## src/rtl/oklt_pkg.sv

```systemverilog
// shared constants, field widths and operation codes of the ordered keyed list table
package oklt_pkg;

   localparam int unsigned CAPACITY = 16;
   localparam int unsigned IDX_W    = $clog2(CAPACITY);
   localparam int unsigned CNT_W    = $clog2(CAPACITY + 1);

   localparam int unsigned OPCODE_W = 3;
   localparam int unsigned KEY_W    = 16;
   localparam int unsigned BAL_W    = 32;
   localparam int unsigned STATUS_W = 2;
   localparam int unsigned POS_W    = 4;
   localparam int unsigned COUNT_W  = 5;

   typedef logic [OPCODE_W-1:0] opcode_type;
   typedef logic [STATUS_W-1:0] status_type;

   localparam opcode_type OP_FRONT   = 3'd0;
   localparam opcode_type OP_END     = 3'd1;
   localparam opcode_type OP_ORDERED = 3'd2;
   localparam opcode_type OP_REMOVE  = 3'd3;
   localparam opcode_type OP_SEARCH  = 3'd4;
   localparam opcode_type OP_CHANGE  = 3'd5;
   localparam opcode_type OP_CLEAR   = 3'd6;

   localparam status_type STATUS_DONE      = 2'd0;
   localparam status_type STATUS_NOT_FOUND = 2'd1;
   localparam status_type STATUS_FULL      = 2'd2;

endpackage

```

## src/rtl/oklt_if.sv

```systemverilog
// request and response channel interfaces of the ordered keyed list table
interface oklt_req_if;
   import oklt_pkg::*;

   logic                    valid;
   logic                    ready;
   logic [OPCODE_W-1:0]     opcode;
   logic [KEY_W-1:0]        key;
   logic [KEY_W-1:0]        new_key;
   logic signed [BAL_W-1:0] balance;

   modport source (output valid, opcode, key, new_key, balance, input ready);
   modport sink   (input valid, opcode, key, new_key, balance, output ready);
endinterface

interface oklt_rsp_if;
   import oklt_pkg::*;

   logic                    valid;
   logic                    ready;
   logic [STATUS_W-1:0]     status;
   logic signed [BAL_W-1:0] found_balance;
   logic [POS_W-1:0]        position;
   logic [COUNT_W-1:0]      entry_count;
   logic                    is_empty;

   modport source (output valid, status, found_balance, position, entry_count, is_empty,
                   input ready);
   modport sink   (input valid, status, found_balance, position, entry_count, is_empty,
                   output ready);
endinterface

```

## src/rtl/ordered_keyed_list_table.sv

```systemverilog
// top level of the ordered keyed list table: walk and shift sequencer over a register file
//
//  channel   direction   handshake       payload
//  req_chan  in          valid / ready   opcode, key, new_key, balance
//  rsp_chan  out         valid / ready   status, found_balance, position, entry_count, is_empty
//
// one transaction at a time: req_chan.ready is high only while the sequencer is idle
// clear, full and unknown transactions go straight to the response; the others walk the list,
// one entry compared or moved per cycle over one read port
// the result waits in an output register; a stalled response holds the sequencer at its end
// reset is synchronous and empties the list; stored entries are not cleared
module ordered_keyed_list_table (
   input  logic       clock,
   input  logic       reset,
   oklt_req_if.sink   req_chan,
   oklt_rsp_if.source rsp_chan
);
   import oklt_pkg::*;

   localparam logic [2:0] ST_IDLE       = 3'd0;
   localparam logic [2:0] ST_SCAN       = 3'd1;
   localparam logic [2:0] ST_SHIFT_UP   = 3'd2;
   localparam logic [2:0] ST_SHIFT_DOWN = 3'd3;
   localparam logic [2:0] ST_DONE       = 3'd4;

   logic [KEY_W-1:0]        key_mem [CAPACITY];
   logic signed [BAL_W-1:0] bal_mem [CAPACITY];

   logic [2:0]              state_ff, state_in;
   logic [CNT_W-1:0]        idx_ff, idx_in;
   logic [CNT_W-1:0]        count_ff, count_in;
   logic [CNT_W-1:0]        pos_ff, pos_in;
   opcode_type              op_ff, op_in;
   logic [KEY_W-1:0]        key_ff, key_in;
   logic [KEY_W-1:0]        nkey_ff, nkey_in;
   logic signed [BAL_W-1:0] bal_ff, bal_in;
   status_type              status_ff, status_in;
   logic signed [BAL_W-1:0] found_ff, found_in;

   logic                    rsp_valid_ff, rsp_valid_in;
   status_type              rsp_status_ff, rsp_status_in;
   logic signed [BAL_W-1:0] rsp_found_ff, rsp_found_in;
   logic [POS_W-1:0]        rsp_pos_ff, rsp_pos_in;
   logic [COUNT_W-1:0]      rsp_count_ff, rsp_count_in;
   logic                    rsp_empty_ff, rsp_empty_in;

   logic                    req_fire;
   logic [CNT_W-1:0]        idx_p1, idx_m1;
   logic [IDX_W-1:0]        rd_idx, wr_idx;
   logic [KEY_W-1:0]        rd_key, wr_key;
   logic signed [BAL_W-1:0] rd_bal, wr_bal;
   logic                    wr_key_en, wr_bal_en;
   logic                    at_end, key_hit, bal_hit, scan_hit;

   assign req_fire = req_chan.valid && req_chan.ready;
   assign req_chan.ready = (state_ff == ST_IDLE);

   // shared step unit of the walk
   assign idx_p1 = idx_ff + CNT_W'(1);
   assign idx_m1 = idx_ff - CNT_W'(1);

   always_comb begin
      case (state_ff)
         ST_SHIFT_UP:   rd_idx = idx_m1[IDX_W-1:0];
         ST_SHIFT_DOWN: rd_idx = idx_p1[IDX_W-1:0];
         default:       rd_idx = idx_ff[IDX_W-1:0];
      endcase
   end

   assign rd_key   = key_mem[rd_idx];
   assign rd_bal   = bal_mem[rd_idx];
   assign at_end   = (idx_ff == count_ff);
   assign key_hit  = (rd_key == key_ff);
   assign bal_hit  = !(rd_bal < bal_ff);
   assign scan_hit = (op_ff == OP_ORDERED) ? bal_hit : key_hit;

   always_comb begin
      state_in      = state_ff;
      idx_in        = idx_ff;
      count_in      = count_ff;
      pos_in        = pos_ff;
      op_in         = op_ff;
      key_in        = key_ff;
      nkey_in       = nkey_ff;
      bal_in        = bal_ff;
      status_in     = status_ff;
      found_in      = found_ff;
      wr_key_en     = 1'b0;
      wr_bal_en     = 1'b0;
      wr_idx        = idx_ff[IDX_W-1:0];
      wr_key        = rd_key;
      wr_bal        = rd_bal;
      rsp_valid_in  = rsp_valid_ff && !rsp_chan.ready;
      rsp_status_in = rsp_status_ff;
      rsp_found_in  = rsp_found_ff;
      rsp_pos_in    = rsp_pos_ff;
      rsp_count_in  = rsp_count_ff;
      rsp_empty_in  = rsp_empty_ff;

      case (state_ff)
         ST_IDLE: begin
            if (req_fire) begin
               op_in     = req_chan.opcode;
               key_in    = req_chan.key;
               nkey_in   = req_chan.new_key;
               bal_in    = req_chan.balance;
               status_in = STATUS_DONE;
               found_in  = '0;
               pos_in    = '0;
               idx_in    = '0;
               case (req_chan.opcode) inside
                  OP_FRONT, OP_END, OP_ORDERED: begin
                     if (count_ff >= CNT_W'(CAPACITY)) begin
                        status_in = STATUS_FULL;
                        state_in  = ST_DONE;
                     end else if (req_chan.opcode == OP_ORDERED) begin
                        state_in = ST_SCAN;
                     end else begin
                        pos_in   = (req_chan.opcode == OP_FRONT) ? '0 : count_ff;
                        idx_in   = count_ff;
                        state_in = ST_SHIFT_UP;
                     end
                  end
                  OP_REMOVE, OP_SEARCH, OP_CHANGE: begin
                     state_in = ST_SCAN;
                  end
                  OP_CLEAR: begin
                     count_in = '0;
                     state_in = ST_DONE;
                  end
                  default: begin
                     state_in = ST_DONE;
                  end
               endcase
            end
         end
         ST_SCAN: begin
            if (at_end) begin
               if (op_ff == OP_ORDERED) begin
                  pos_in   = idx_ff;
                  state_in = ST_SHIFT_UP;
               end else begin
                  status_in = STATUS_NOT_FOUND;
                  state_in  = ST_DONE;
               end
            end else if (scan_hit) begin
               pos_in = idx_ff;
               case (op_ff)
                  OP_ORDERED: begin
                     idx_in   = count_ff;
                     state_in = ST_SHIFT_UP;
                  end
                  OP_REMOVE: begin
                     state_in = ST_SHIFT_DOWN;
                  end
                  OP_SEARCH: begin
                     found_in = rd_bal;
                     state_in = ST_DONE;
                  end
                  default: begin
                     wr_key_en = 1'b1;
                     wr_key    = nkey_ff;
                     state_in  = ST_DONE;
                  end
               endcase
            end else begin
               idx_in = idx_p1;
            end
         end
         ST_SHIFT_UP: begin
            wr_key_en = 1'b1;
            wr_bal_en = 1'b1;
            if (idx_ff == pos_ff) begin
               // gap has reached the insert point
               wr_key   = key_ff;
               wr_bal   = bal_ff;
               count_in = count_ff + CNT_W'(1);
               state_in = ST_DONE;
            end else begin
               idx_in = idx_m1;
            end
         end
         ST_SHIFT_DOWN: begin
            if (idx_p1 >= count_ff) begin
               count_in = count_ff - CNT_W'(1);
               state_in = ST_DONE;
            end else begin
               wr_key_en = 1'b1;
               wr_bal_en = 1'b1;
               idx_in    = idx_p1;
            end
         end
         ST_DONE: begin
            if (!rsp_valid_ff || rsp_chan.ready) begin
               rsp_valid_in  = 1'b1;
               rsp_status_in = status_ff;
               rsp_found_in  = found_ff;
               rsp_pos_in    = pos_ff[POS_W-1:0];
               rsp_count_in  = COUNT_W'(count_ff);
               rsp_empty_in  = (count_ff == '0);
               state_in      = ST_IDLE;
            end
         end
         default: begin
            state_in = ST_IDLE;
         end
      endcase
   end

   always_ff @(posedge clock) begin
      if (reset) begin
         state_ff     <= ST_IDLE;
         count_ff     <= '0;
         rsp_valid_ff <= 1'b0;
      end else begin
         state_ff     <= state_in;
         count_ff     <= count_in;
         rsp_valid_ff <= rsp_valid_in;
      end
   end

   always_ff @(posedge clock) begin
      idx_ff        <= idx_in;
      pos_ff        <= pos_in;
      op_ff         <= op_in;
      key_ff        <= key_in;
      nkey_ff       <= nkey_in;
      bal_ff        <= bal_in;
      status_ff     <= status_in;
      found_ff      <= found_in;
      rsp_status_ff <= rsp_status_in;
      rsp_found_ff  <= rsp_found_in;
      rsp_pos_ff    <= rsp_pos_in;
      rsp_count_ff  <= rsp_count_in;
      rsp_empty_ff  <= rsp_empty_in;
   end

   always_ff @(posedge clock) begin
      if (wr_key_en) begin
         key_mem[wr_idx] <= wr_key;
      end
      if (wr_bal_en) begin
         bal_mem[wr_idx] <= wr_bal;
      end
   end

   assign rsp_chan.valid         = rsp_valid_ff;
   assign rsp_chan.status        = rsp_status_ff;
   assign rsp_chan.found_balance = rsp_found_ff;
   assign rsp_chan.position      = rsp_pos_ff;
   assign rsp_chan.entry_count   = rsp_count_ff;
   assign rsp_chan.is_empty      = rsp_empty_ff;

   a_count_bounded: assert property (@(posedge clock) disable iff (reset)
      count_ff <= CNT_W'(CAPACITY))
      else $error("entry count beyond capacity");

   a_busy_after_accept: assert property (@(posedge clock) disable iff (reset)
      req_fire |=> !req_chan.ready)
      else $error("sequencer idle right after an accepted transaction");

   a_count_held_idle: assert property (@(posedge clock) disable iff (reset)
      (state_ff == ST_IDLE) && !req_fire |=> $stable(count_ff))
      else $error("entry count moved while idle");

   a_empty_matches_count: assert property (@(posedge clock) disable iff (reset)
      rsp_chan.valid |-> (rsp_chan.is_empty == (rsp_chan.entry_count == '0)))
      else $error("empty flag disagrees with entry count");

endmodule
```

## src/flat_wrapper.sv

```systemverilog
// flat-port wrapper written by rule: the top's interface ports become plain ports
module ordered_keyed_list_table_flat import oklt_pkg::*;
  (clock, reset, req_chan_valid, req_chan_opcode, req_chan_key, req_chan_new_key, req_chan_balance, req_chan_ready, rsp_chan_valid, rsp_chan_status, rsp_chan_found_balance, rsp_chan_position, rsp_chan_entry_count, rsp_chan_is_empty, rsp_chan_ready);
  oklt_req_if req_chan_i ();
  oklt_rsp_if rsp_chan_i ();
  input  logic clock;
  input  logic reset;
  input wire logic [$bits(req_chan_i.valid)-1:0] req_chan_valid;
  input wire logic [$bits(req_chan_i.opcode)-1:0] req_chan_opcode;
  input wire logic [$bits(req_chan_i.key)-1:0] req_chan_key;
  input wire logic [$bits(req_chan_i.new_key)-1:0] req_chan_new_key;
  input wire logic [$bits(req_chan_i.balance)-1:0] req_chan_balance;
  output wire logic [$bits(req_chan_i.ready)-1:0] req_chan_ready;
  output wire logic [$bits(rsp_chan_i.valid)-1:0] rsp_chan_valid;
  output wire logic [$bits(rsp_chan_i.status)-1:0] rsp_chan_status;
  output wire logic [$bits(rsp_chan_i.found_balance)-1:0] rsp_chan_found_balance;
  output wire logic [$bits(rsp_chan_i.position)-1:0] rsp_chan_position;
  output wire logic [$bits(rsp_chan_i.entry_count)-1:0] rsp_chan_entry_count;
  output wire logic [$bits(rsp_chan_i.is_empty)-1:0] rsp_chan_is_empty;
  input wire logic [$bits(rsp_chan_i.ready)-1:0] rsp_chan_ready;
  assign req_chan_i.valid = req_chan_valid;
  assign req_chan_i.opcode = req_chan_opcode;
  assign req_chan_i.key = req_chan_key;
  assign req_chan_i.new_key = req_chan_new_key;
  assign req_chan_i.balance = req_chan_balance;
  assign req_chan_ready = req_chan_i.ready;
  assign rsp_chan_valid = rsp_chan_i.valid;
  assign rsp_chan_status = rsp_chan_i.status;
  assign rsp_chan_found_balance = rsp_chan_i.found_balance;
  assign rsp_chan_position = rsp_chan_i.position;
  assign rsp_chan_entry_count = rsp_chan_i.entry_count;
  assign rsp_chan_is_empty = rsp_chan_i.is_empty;
  assign rsp_chan_i.ready = rsp_chan_ready;
  ordered_keyed_list_table u_core (.clock(clock), .reset(reset), .req_chan(req_chan_i), .rsp_chan(rsp_chan_i));
endmodule
```

## config.mk

```make
export PLATFORM = sky130hd
export DESIGN_NAME = ordered_keyed_list_table_flat
export DESIGN_NICKNAME = d
export VERILOG_FILES = /design/src/rtl/oklt_pkg.sv /design/src/rtl/oklt_if.sv /design/src/rtl/ordered_keyed_list_table.sv /design/src/flat_wrapper.sv
export SDC_FILE = /design/constraint.sdc
export NUM_CORES = 1
export LEC_CHECK = 0
export BUFFER_PORTS_ARGS = -buffer_cell sky130_fd_sc_hd__buf_2
export CORE_ASPECT_RATIO = 0.7
export CORE_MARGIN = 2
export CORE_UTILIZATION = 25
export DETAILED_ROUTE_END_ITERATION = 6
export GPL_ROUTABILITY_DRIVEN = 0
export PLACE_DENSITY = 0.48
export SLEW_MARGIN = 30
export SYNTH_ARGS = -nofsm -noshare
export SYNTH_HDL_FRONTEND = slang
export SYNTH_SLANG_ARGS = --single-unit
```

## constraint.sdc

```tcl
create_clock -name clock -period 18.5 [get_ports clock]
set_clock_uncertainty 0.05 [all_clocks]
set_input_delay 5.55 -clock clock [delete_from_list [all_inputs] [get_ports clock]]
set_output_delay 5.55 -clock clock [all_outputs]
set_load 0.01 [all_outputs]
```

[Word level (Yosys, flattened, before mapping)]
Memory sizes are Yosys's and may differ from the RTL's.
Index checks and enable logic that the tools add are counted.
Operators by class
  add/sub/neg operators: 4
  magnitude comparators: 3
  eq/ne operators: 33
  multiplexer cells: 71
  reductions and logical operators: 23
Operators by type and width (number)
  2-to-1 mux 32 bit: 6
  2-to-1 mux 5 bit: 23
  2-to-1 mux 16 bit: 4
  case mux 32 bit (2 select lines): 1
  < comparator 32 bit: 1
  case mux 16 bit (2 select lines): 1
  2-to-1 mux 3 bit: 10
  case mux 5 bit (4 select lines): 1
  equality test 3 x 2 -> 1 bit, second input constant: 6
  != test 2 bit, second input constant: 9
  equality test 16 bit: 1
  equality test 3 bit, second input constant: 5
  case mux 3 bit (5 select lines): 1
  case mux 5 bit (3 select lines): 1
  2-to-1 mux 2 bit: 6
  2-to-1 mux 1 bit: 11
  adder 5 x 1 -> 5 bit, second input constant: 2
  equality test 5 bit: 2
  != test 2 x 1 -> 1 bit, second input constant: 5
  case mux 5 bit (2 select lines): 1
  AND reduction 5 bit: 2
  subtractor 5 x 1 -> 5 bit, second input constant: 2
  OR reduction 3 bit: 3
  case mux 4 bit (2 select lines): 1
  21 further kinds: 29
Word-level totals
  register bits: 164
  bits in writable memories: 768
  output and inout port bits: 46
  logic and storage cells: 152
  memories kept: 2
Memories
  u_core.bal_mem: words 16, width 32, read ports 1, clocked after Yosys merged registers in 0, wr ports 1, RTL line ordered_keyed_list_table.sv:27  | logic signed [BAL_W-1:0] bal_mem [CAPACITY];
  u_core.key_mem: words 16, width 16, read ports 1, clocked after Yosys merged registers in 0, wr ports 1, RTL line ordered_keyed_list_table.sv:26  | logic [KEY_W-1:0] key_mem [CAPACITY];

[Depth between registers and ports, before layout]
An unclocked memory read counts as a cell.
  depth in word-level cells: 11
  depth in mapped cells: 24
  depth with buffers taken out: 18

[Least setup slack after synthesis]
OpenSTA, ideal clock, no wires.
  path type: input-to-reg
  start: input req_chan_valid
  end: register u_core.found_ff[0] (enable)
  library setup time: 441 ps
  arrival: 7680 ps
  data required time: 18009 ps
  slack: 10329 ps
  stages: 5
  path buffers: 0
  cell sequence: nor2_1 -> nor2_1 -> o21ai_0 -> a211o_1 -> a31oi_1
On the way
  word-level cells in the longest chain between the ends: 3
RTL lines
  start: declaration: RTL line flat_wrapper.sv:8  | input wire logic [$bits(req_chan_i.valid)-1:0] req_chan_valid;
  logical AND 1 bit: RTL line ordered_keyed_list_table.sv:55  | assign req_fire = req_chan.valid && req_chan.ready;
  != test 2 bit (no source line)
  AND reduction 5 bit (no source line)
  end signal: assignment: RTL line ordered_keyed_list_table.sv:230  | found_ff <= found_in;
  end: declaration: RTL line ordered_keyed_list_table.sv:38  | logic signed [BAL_W-1:0] found_ff, found_in;
Every way passes these cells.
A chain may end at the register's enable or synchronous reset.

[Worst setup path after layout]
  start: register u_core.state_ff[0]
  end: output req_chan_ready
On the way
  word-level cells in the longest chain between the ends: 1
RTL lines
  start: declaration: RTL line ordered_keyed_list_table.sv:29  | logic [2:0] state_ff, state_in;
  start signal: assignment: RTL line ordered_keyed_list_table.sv:216  | state_ff <= state_in;
  logical NOT 3 bit: RTL line ordered_keyed_list_table.sv:56  | assign req_chan.ready = (state_ff == ST_IDLE);
  end: declaration: RTL line flat_wrapper.sv:13  | output wire logic [$bits(req_chan_i.ready)-1:0] req_chan_ready;
Every way passes these cells.

==> results by group <==
Worst setup path
  • Crit path max-delay cell type: nor3_1
  • Kind of end point of the critical path: output pin
  • Required time worst endpoint: 12900 ps
  • Crit path arrival time: 2210 ps
  • Critical R2R Launch: u_core.idx_ff[0]$_DFFE_PP_
  • CP Max Fanout: 17
  • Worst Setup Path Type: reg2out
  • Worst setup SP type: flip-flop
  • R2R Setup Slk: 11080 ps
  • Reg-to-reg endpoint: u_core.found_ff[2]$_SDFFCE_PN0P_
  • Critical path capture point: req_chan_ready
  • Worst reg2reg path depth: 19
  • Crit path largest cell delay: 680 ps
  • CP startpoint: u_core.state_ff[0]$_SDFFE_PP0P_
  • Cell chain of the critical path: buf_4 > nor3_1 > buf_2

Clock tree
  • Post-CTS sizing: 0
  • Cts bufs inserted: 101
  • CTS tree: built
  • Clk buf depth: 3
  • Clk_lat worst skew: 680 ps
  • CTS clk-pin slew, worst paths: 60 ps
  • Post-CTS Setup Repair Bufs: 0
  • Post-cts hold buffer count: 0
  • Clk sinks: 932
  • H-tree Lvls: 3
  • Clk Tree Root Cell: clkbuf_16

Timing
  • Worst-Margin Slew: 986 ps
  • Sum Neg Setup Slack: 0 ps
  • Max Slew Vio Count: 0
  • Setup violations, final: 0
  • F_max: 128 MHz
  • Hold Vio Cnt, Final: 0
  • Fin worst setup slack: 10690 ps
  • Worst slew margin: 34.0%
  • Tcrit/Tclk final: 42.2%
  • Final min period: 7810 ps
  • RSZ-0062 raised after global routing: no

Global route
  • Largest net degree at the start of global routing: 94
  • First-pass GRT wire length: 155000 um
  • GRT Util Overall: 13.4%
  • Initial antenna violation count: 11
  • Global-route congestion overflow total: 0
  • Vias in the first global route: 21862

Yosys
  • Most numerous cell in the Yosys netlist: edfxtp_1
  • Synth top area share: 71.3%
  • Syn avg cell area: 17.8 um^2
  • Mapped Cells: 2189
  • Post-synth top cells: 923 x edfxtp_1, 193 x mux4_2, 147 x nand2_1
  • Flops & latches, synth: 932
  • Post-synth EDFFs: 923
  • Area leader, netlist: edfxtp_1
  • Netlist Area Pre-Place: 0.0389 mm^2
  • Library cells used by synthesis: 78
  • Top_reg_cell synth: edfxtp_1
  • Seq/Total Area, Yosys: 71.8%
  • Synth async-reset ratio: 0%
  • Top cells by area, synth: edfxtp_1 71%, mux4_2 11%, nand2_1 1.4%
  • Syn Nets: 2305
  • Yosys warns: 0

Final layout
  • Ratio of cells with drive above 1 in the final layout: 25.0%
  • Area growth syn-to-layout: 17.5%
  • Final std cells w/o fill: 4541
  • Layout net count: 2481
  • Fillers: 15137

Power
  • PwrDens: 200 mW/mm^2
  • VDD IR-drop max: 0.000145 V
  • LEAKAGE: 15.0 nW

Drt
  • Avg WL per Cell: 23.7 um
  • Final wirelength: 108000 um
  • Vias: 21145
  • Pre-Repair DR Iteration Count: 6
  • Via density: 4.66
  • DR iter-0 viols: 1979
  • Post-DRT Antenna Nets: 0
  • Drt drc: 0

Placement
  • Cells after DPL: 4351
  • Final HPWL DP: 63500 um
  • Port bufs: 116
  • Pre-CTS setup slack: 10980 ps

Floorplan
  • Core area: 0.155 mm^2
  • Ports: 117
  • Rows: 121
  • Die Ht: 334 um
  • Die width: 475 um
  • Starting Density: 25.1%
  • Die ar.: 0.159 mm^2

Run status
  • Status: finished, final reports clean

Min path
  • Hold crit path type: reg2reg
  • Hold path depth: 0

Job
  • Max_cap viols: 0
[critical path: cells and delay by family (launching register included)]
family | cells | cell delay, ps
AND/OR/NAND/NOR | 1 | 680
buffers and inverters | 2 | 500
flip-flops | 1 | 340
[cells in the final DEF, fill, tap and decap left out, drive strengths merged, types with 5 or more instances in the layout]
cell / count
o211ai: 5
or4: 5
nand3: 12
nand2: 148
clkinvlp: 8
a2111o: 5
edfxtp: 923
nor2: 55
nor2b: 11
xnor2: 16
mux2i: 55
mux4: 196
and3: 27
a31oi: 10
nor4: 21
or3: 7
bufinv: 6
inv: 50
o21ai: 71
nand4: 8
and2: 39
a211oi: 43
a21oi: 43
dfxtp: 9
nand2b: 78
nor3: 53
a21o: 12
xor2: 15
buf: 199
clkinv: 47
clkbuf: 121
ha: 44
a22oi: 55
[cells by family after synthesis]
family                   count (synthesis)  share of synthesized area (%)
XOR/XNOR                                31                          0.766
adder cells (fa/ha/maj)                 45                           1.47
multiplexers                           255                           12.9
buffers and inverters                  174                           1.94
AO/OA/AOI/OAI                          279                           4.85
AND/OR/NAND/NOR                        473                           6.28
flip-flops                             932                           71.8
[state kept, by name, indices dropped and copies added (netlist names), 16 cells and up]
signal and cells:
u_core.key_ff 16, u_core.nkey_ff 16, u_core.key_mem 256, u_core.rsp_chan.found_balance 32, u_core.found_ff 32, u_core.bal_mem 512, u_core.bal_ff 32
[cell type report]
| type | count | area (um^2) | area share (%) |
|---|---|---|---|
| Inverter | 47 | 178 | 0.389 |
| Tap cell | 2091 | 2620 | 5.73 |
| Clock buffer | 120 | 2640 | 5.78 |
| Timing Repair Buffer | 200 | 1250 | 2.73 |
| Clock inverter | 64 | 556 | 1.22 |
| Multi-Input combinational cell | 1083 | 10500 | 23.0 |
| Antenna cell | 4 | 10.0 | 0.0219 |
| Sequential cell | 932 | 27900 | 61.1 |
[worst min-delay path by stage]
stage          slack, ps                         startpoint                                          end
4_1_cts              370  u_core.found_ff[10]$_SDFFCE_PN0P_  u_core.rsp_chan.found_balance[10]$_DFFE_PP_
3_3_place_gp         350   u_core.found_ff[0]$_SDFFCE_PN0P_   u_core.rsp_chan.found_balance[0]$_DFFE_PP_
2_1_floorplan        350   u_core.found_ff[0]$_SDFFCE_PN0P_   u_core.rsp_chan.found_balance[0]$_DFFE_PP_
5_1_grt              380  u_core.found_ff[18]$_SDFFCE_PN0P_  u_core.rsp_chan.found_balance[18]$_DFFE_PP_
3_5_place_dp         360  u_core.found_ff[26]$_SDFFCE_PN0P_  u_core.rsp_chan.found_balance[26]$_DFFE_PP_
6_report             370  u_core.found_ff[10]$_SDFFCE_PN0P_  u_core.rsp_chan.found_balance[10]$_DFFE_PP_
[metal layers]
| layer | wire length, um | vias up | GRT usage, % |
|---|---|---|---|
| li1 | - | 9138 | - |
| met1 | 48400 | 11175 | 18.5 |
| met2 | 51300 | 689 | 21.7 |
| met3 | 5880 | 139 | 2.10 |
| met4 | 2250 | 4 | 3.77 |
| met5 | 23 | - | 0 |
[per-stage QoR]
stage                     total power, W  util [%]  instance area (um^2)  hold slack, ps
after floorplan                  0.00590         -                 38900             350
after global placement           0.00710      27.3                 42300             354
after detailed placement         0.00723      27.3                 42300             356
after CTS                        0.00919      29.4                 45500             368
after global routing             0.00962      29.5                 45700             378
final                            0.00913      29.5                 45700             367
[power breakdown]
group	internal (W)	leakage, nW	switching (W)
Sequential	0.00335	8.46	0.000106
Combinational	0.00134	4.97	0.00239
Clock	0.00111	1.54	0.000831
Total	0.00580	15.0	0.00333
Note: power is estimated with default switching activity, not from simulation.
